===== src/rtl/core/spta_pkg.sv =====
// Shared types, constants and codes for the sorted polynomial term accumulator.
`timescale 1ns / 1ps
package spta_pkg;

  // Table geometry.
  localparam int TABLE_DEPTH = 32;
  localparam int IDX_W       = $clog2(TABLE_DEPTH);
  localparam int CNT_W       = $clog2(TABLE_DEPTH + 1);

  // Result status codes.
  localparam logic [1:0] ST_INSERTED = 2'd0;
  localparam logic [1:0] ST_MERGED   = 2'd1;
  localparam logic [1:0] ST_FULL     = 2'd2;
  localparam logic [1:0] ST_TERM     = 2'd3;

  // Operation codes.
  localparam logic OP_ADD  = 1'b0;
  localparam logic OP_READ = 1'b1;

  // Input beat.
  typedef struct packed {
    logic              opcode;
    logic signed [15:0] coefficient;
    logic signed [15:0] exponent;
  } in_t;

  // Output beat.
  typedef struct packed {
    logic [1:0]         status;
    logic signed [31:0] term_coefficient;
    logic signed [15:0] term_exponent;
    logic               empty_res;
    logic               last;
  } out_t;

  // One table entry as held by a cell.
  typedef struct packed {
    logic signed [15:0] exponent;
    logic signed [31:0] coefficient;
  } entry_t;

  // Commands broadcast along the cell row.
  typedef enum logic [2:0] {
    CMD_HOLD,
    CMD_COMPARE,
    CMD_MERGE,
    CMD_INSERT,
    CMD_ROTATE
  } cell_cmd_t;

  // Broadcast control: the command and the term being added.
  typedef struct packed {
    cell_cmd_t          cmd;
    logic signed [15:0] exponent;
    logic signed [15:0] coefficient;
  } cell_ctl_t;

endpackage


===== src/rtl/core/spta_cell.sv =====
// One table cell: holds an entry, compares it, merges, shifts in or rotates.
`timescale 1ns / 1ps
module spta_cell (
  input  logic               clk,
  input  logic               rst,
  input  spta_pkg::cell_ctl_t ctl,
  input  logic               valid,
  input  spta_pkg::entry_t   left,
  input  spta_pkg::entry_t   right,
  input  logic               gt_left,
  output spta_pkg::entry_t   entry,
  output logic               gt,
  output logic               eq
);
  import spta_pkg::*;

  logic signed [32:0] sum;
  logic signed [31:0] sum_sat;

  // Saturating sum of the stored coefficient and the incoming one.
  assign sum = {entry.coefficient[31], entry.coefficient}
             + {{17{ctl.coefficient[15]}}, ctl.coefficient};
  always_comb begin
    if (sum[32] != sum[31]) begin
      sum_sat = sum[32] ? 32'sh8000_0000 : 32'sh7fff_ffff;
    end else begin
      sum_sat = sum[31:0];
    end
  end

  // Compare flags are taken once per add and held for the update state.
  always_ff @(posedge clk) begin
    if (rst) begin
      gt <= 1'b0;
      eq <= 1'b0;
    end else if (ctl.cmd == CMD_COMPARE) begin
      gt <= valid && (entry.exponent > ctl.exponent);
      eq <= valid && (entry.exponent == ctl.exponent);
    end
  end

  // Entry update.
  always_ff @(posedge clk) begin
    case (ctl.cmd)
      CMD_MERGE: begin
        if (eq) begin
          entry.coefficient <= sum_sat;
        end
      end
      CMD_INSERT: begin
        if (!gt) begin
          if (gt_left) begin
            entry.exponent    <= ctl.exponent;
            entry.coefficient <= {{16{ctl.coefficient[15]}}, ctl.coefficient};
          end else begin
            entry <= left;
          end
        end
      end
      CMD_ROTATE: begin
        entry <= right;
      end
      default: begin
      end
    endcase
  end

endmodule


===== config.mk =====
export PLATFORM = sky130hd
export DESIGN_NAME = spta_cell
export DESIGN_NICKNAME = d
export VERILOG_FILES = /design/src/rtl/core/spta_pkg.sv /design/src/rtl/core/spta_cell.sv
export SDC_FILE = /design/constraint.sdc
export NUM_CORES = 1
export LEC_CHECK = 0
export BUFFER_PORTS_ARGS = -buffer_cell sky130_fd_sc_hd__buf_2
export CAP_MARGIN = 10
export CELL_PAD_IN_SITES_DETAIL_PLACEMENT = 1
export CELL_PAD_IN_SITES_GLOBAL_PLACEMENT = 2
export CORE_MARGIN = 8
export CORE_UTILIZATION = 26
export DETAILED_ROUTE_END_ITERATION = 8
export GPL_TIMING_DRIVEN = 0
export MAX_ROUTING_LAYER = met4
export PLACE_DENSITY_LB_ADDON = 0.1
export RECOVER_POWER = 50
export SYNTH_ARGS = -nofsm -noshare
export SYNTH_HDL_FRONTEND = slang
export SYNTH_SLANG_ARGS = --single-unit

===== constraint.sdc =====
create_clock -name clk -period 3.1 [get_ports clk]
set_clock_uncertainty 0.2 [all_clocks]
set_input_delay 0.62 -clock clk [delete_from_list [all_inputs] [get_ports clk]]
set_output_delay 0.62 -clock clk [all_outputs]
set_load 0.02 [all_outputs]

## Word-level counts from Yosys, hierarchy flattened

Index checks and enable logic that the tools add are counted.

| storage, ports and cells | value |
|---|---|
| flip-flop bits (word level) | 50 |
| output and inout bits | 50 |
| logic and storage cells | 27 |

| cells by class | value |
|---|---|
| add/sub/neg operators | 1 |
| $lt $le $gt $ge | 1 |
| equal/unequal tests | 8 |
| muxes and demuxes | 7 |
| reductions and logical operators | 6 |

Operators by type and width:

| operator | number |
|---|---|
| two-way mux 32 bit | 3 |
| two-way mux 48 bit | 2 |
| case mux 32 bit (3 select lines) | 1 |
| adder 32 x 16 -> 33 bit | 1 |
| case mux 16 bit (2 select lines) | 1 |
| equality test 16 bit | 1 |
| > comparator 16 bit | 1 |
| equality test 3 x 2 -> 1 bit, second input constant | 2 |
| inequality test 2 bit, second input constant | 2 |
| equality test 3 x 1 -> 1 bit, second input constant | 1 |
| equality test 3 bit, second input constant | 1 |
| AND reduction 3 bit | 1 |
| nonzero test 3 bit | 1 |
| logical AND 1 bit | 2 |
| AND reduction 2 bit | 1 |
| nonzero test 2 bit | 1 |
| inequality test 1 bit | 1 |

## Logic depth before layout (Yosys ltp)

| depth | value |
|---|---|
| depth after elaboration | 5 |
| mapped depth | 12 |

## Worst setup path after synthesis

Ideal clock, no wire load.

| timing path | value |
|---|---|
| path kind | input-to-reg |
| from | input port ctl[0] (netlist bit) |
| to | register entry[29] (netlist bit), data pin |
| library setup time | 180 ps |
| data arrival time | 2,910 ps |
| required time | 2,720 ps |
| path slack | -190 ps |
| cell stages on the path | 12 |
| buffers on the path | 1 |
| path through | ha_1 > inv_1 > fa_1 > nand2b_1 > a21oi_1 > o211a_1 > o21ai_1 > o31a_1 > a21oi_2 > o21ai_1 > buf_2 > o311ai_1 |

| between the ends | value |
|---|---|
| word-level cells in the longest chain between the ends | 5 |
| elaborated cells on any way between the ends | 6 |
| those cells by class | 1 x add/sub; 1 x eq/ne; 4 x mux |

Ends and longest elaborated chain:

| element | line | source |
|---|---|---|
| start: declaration | spta_cell.sv:6 | `input spta_pkg::cell_ctl_t ctl,` |
| adder 32 x 16 -> 33 bit (*) | spta_cell.sv:22 | `+ {{17{ctl.coefficient[15]}}, ctl.coefficient};` |
| two-way mux 32 bit / inequality test 1 bit (equally long branches) | spta_cell.sv:25, spta_cell.sv:24 |  |
| two-way mux 32 bit (*) | spta_cell.sv:24 | `if (sum[32] != sum[31]) begin` |
| two-way mux 32 bit (*) | spta_cell.sv:46 | `if (eq) begin` |
| case mux 32 bit (3 select lines) (*) | spta_cell.sv:44 | `case (ctl.cmd)` |
| end signal: assignment | spta_cell.sv:56 | `entry <= left;` |
| end signal: assignment | spta_cell.sv:61 | `entry <= right;` |
| end: declaration | spta_cell.sv:11 | `output spta_pkg::entry_t entry,` |

Every way passes the cells marked *; elsewhere a longest branch is shown, timed or not. The select of a mux whose other input is x is not followed.
A chain may end at the register's enable or synchronous reset.

## Worst setup path after layout

| timing path | value |
|---|---|
| from | input port ctl[6] (netlist bit) |
| to | register entry[29] (netlist bit), data pin |

Same word-level chain as after synthesis.

==> key figures <==
Detailed routing
  • Drt wl/cell: slightly above 20 um
  • Final wirelength: 21.3 mm
  • Post-route ant nets: 0
  • Max Used Layer: met4
  • Via density: 5.12
  • WL met2: around 10 mm
  • Total length of routed met3 wires: between 500 and 600 um
  • DRC violations left: 0
  • Detailed Route Iter0 Violations: 190
  • DR pass1 iterations: 4
  • Metal-1 WL: 9.94 mm
  • DR vias: 5270

Floorplan
  • Row count: 50
  • Initial Util: about a quarter
  • Core ar.: between 15000 and 20000 um2
  • Die Height: ~150 um
  • IO Pins: 185
  • Area of the die: between 20000 and 25000 um2
  • Die X: between 150 and 200 um

Worst setup path
  • R2r startpoint: entry[10]$_DFFE_PP_
  • R2R cell count: 10
  • Crit Path Category: in2reg
  • Startpoint types: input pin
  • Slowest-stage cell, CP: ha_1
  • Crit path max fanout: 8
  • Max incr delay on CP: 0.30 ns
  • CP arrival: 2.96 ns
  • Crit end category: flip-flop
  • Worst R2R Setup Slack: around 0.070 ns
  • Critical path cell sequence: buf_2, ha_1, buf_6, a2111oi_2, o21ai_1, nand4_1, a31oi_2, nor3_2, xnor2_2, buf_4, nand3_4, clkbuf_16, o311ai_2
  • Critical R2R Capture: entry[10]$_DFFE_PP_
  • Req. time, crit path: ~3.0 ns

Finish
  • Final instance area: between 6000 and 7000 um2
  • Fraction of layout cells with a size suffix above 1: 29.3%
  • Commonest non-fill, non-tap cell in the layout: buf_2
  • Fillers: about 2300
  • Antenna Diode Count: 0
  • Nets: about 1000
  • Most frequent cells in the layout: 132 x buf_2, 75 x a21oi_1, 64 x clkbuf_1
  • Final Util: 36.9%
  • Area delta synth->final: 39.1%
  • Final Non-Filler Cells: a little over 1000

Placement
  • Post-Place Cell Area: slightly above 6000 um2
  • Hpwl dp: around 17 mm
  • PortBufs: about 180
  • GPL Wtd Cong: between 0.8 and 0.9
  • Placed Instances: 1001

Min path
  • Min-Delay Path Depth: 2
  • Hold_sp: rst
  • Min-delay worst type: in2reg
  • Hold path endpoint: gt$_SDFFE_PP0N_

CTS
  • CTS buffer count: 5
  • CTS tree: built
  • Clk buf depth: 2
  • CTS H-tree lvls: 2
  • CTS clk-pin slew, worst paths: roughly 0.09 ns
  • CTS sink count: 50
  • Root Buffer Master: clkbuf_16
  • Hold_buf cts: 0
  • Clk Latency, worst-skew pair: between 0.3 and 0.4 ns

Power and ir drop
  • Maximum vdd drop: approximately 0.23 mV
  • Pwr per Cell Area: a little over 500 nW/um2
  • P_sw: ~1.4 mW
  • LEAKAGE: ~3.0 nW
  • Logic pwr share: between 50% and 60%
  • Sequential power share: ~27%
  • P_int: approximately 2.1 mW
  • Clk pwr share: between 20% and 30%
  • Switching part of the total: between 30% and 40%

Logic synthesis
  • Syn nets: 768
  • Post-synth EDFFs: 48
  • Yosys reg bits: 50
  • Most used DFF post-synth: edfxtp_1
  • Register area share after synthesis: just under 30%
  • Mean Syn Cell Area: ~8.5 um2
  • Number of synthesis warnings: 0
  • Synth cell types: between 50 and 60
  • Synthesized instance count: roughly 580
  • Syn Std Cell Area: between 4000 and 5000 um2
  • Asr flop ratio synth: 0%

STA
  • Final hold slack: between 0.2 and 0.3 ns
  • Max-slew violations: 0
  • Unrepaired setup endpoints after global routing: true
  • Final hold vios: 0
  • Fin crit period: ~3.0 ns
  • Setup TNS: 0 ns
  • Worst-Margin Slew: 1.04 ns
  • Final period util: 98.2%
  • Slew headroom: about 30%
  • Final setup fails: 0
  • FMAX: between 300 and 400 MHz

Run status
  • Status: finished clean

Global route
  • Total track usage: 17.7%
  • Initial antenna violation count: 0
  • First-pass GRT wire length: between 30 and 40 mm
  • Vias in the first global route: between 5000 and 6000
  • Grt total ovfl: 0
  • Largest net degree at the start of global routing: 33

Run
  • Max_cap viols: 0
-- state kept, by name, summed over array words and instances, names as in the netlist --
signal	cells
entry	48
eq	1
gt	1
-- per-layer routing --
metal | vias to the layer above | GRT usage, %
li1 | 2622 | -
met1 | 2541 | 21.8
met2 | 93 | 30.3
met3 | 14 | 2.56
met4 | 0 | 3.69
met5 | - | -
-- cell usage after synthesis, types with 13 or more instances --
library cell | n | area (um2)
nor2_1 | 36 | 135
a21o_1 | 25 | 188
xor2_1 | 15 | 131
nand2b_1 | 22 | 138
nand2_1 | 44 | 165
inv_1 | 26 | 97.6
a21oi_1 | 83 | 415
clkbuf_1 | 24 | 90.1
o211ai_1 | 31 | 233
mux2i_1 | 31 | 310
edfxtp_1 | 48 | 1440
xnor2_1 | 13 | 114
nand3_1 | 18 | 90.1
o21ai_0 | 33 | 165
ha_1 | 48 | 601
-- worst max-delay path: cells and delay by family --
family                     cells  cell delay [ns]
buffers and inverters          4             0.67
adders and majority gates      1             0.30
xor gates and xnor gates       1             0.18
AOI/OAI and AO/OA              4             0.61
and+or+nand+nor                3             0.58
-- cells by family after synthesis --
family	share of synthesized area, %
compound gates	27.4
simple gates	14.7
buf+inv	4.32
fa+ha+maj	12.7
flops	29.8
mux	6.23
xor+xnor	4.93
-- power by group through the flow --
stage | logic [mW] | clock network [mW] | registers (mW)
after global routing | 2.04 | 0.749 | 0.953
after global placement | 1.50 | 0 | 0.955
after floorplan | 0.946 | 0 | 1.04
after CTS | 1.76 | 0.738 | 0.941
after detailed placement | 1.53 | 0 | 0.954
final | 1.86 | 0.712 | 0.941
-- worst max-delay path by stage --
stage / start / end / slack [ns] / cells after the start
CTS: entry[0]$_DFFE_PP_ / entry[29]$_DFFE_PP_ / -0.05 / 13
global placement: ctl[15] / entry[29]$_DFFE_PP_ / -1.02 / 12
finish: ctl[6] / entry[29]$_DFFE_PP_ / 0.06 / 13
global route: entry[0]$_DFFE_PP_ / entry[12]$_DFFE_PP_ / -0.06 / 13
detailed placement: ctl[15] / entry[3]$_DFFE_PP_ / -1.06 / 12
floorplan: ctl[0] / entry[29]$_DFFE_PP_ / 0.007 / 12
-- what timing repair did --
action	4_1_cts	5_1_grt
setup endpoints to repair	63	79
hold endpoints to repair	0	0
gates cloned	1	2
buffers inserted	18	5
pin swaps	17	15
gates resized for setup	57	37
-- stage by stage --
stage	worst slack, ns	total power, mW
global placement	-1.02	2.46
global route	-0.0620	3.74
finish	0.0567	3.51
floorplan	0.00720	1.98
CTS	-0.0475	3.44
detailed placement	-1.06	2.48
-- area by class of cell --
type / count / area (um2) / share of cell area, %
Multi-Input combinational cell: 478 / 3600 / 52.0
Sequential cell: 50 / 1480 / 21.4
Timing Repair Buffer: 209 / 1090 / 15.7
Tap cell: 234 / 293 / 4.23
Buffer: 25 / 183 / 2.64
Clock buffer: 6 / 139 / 2.01
Inverter: 26 / 97.6 / 1.41
Clock inverter: 2 / 38.8 / 0.560
(Power assumes the default switching activity.)
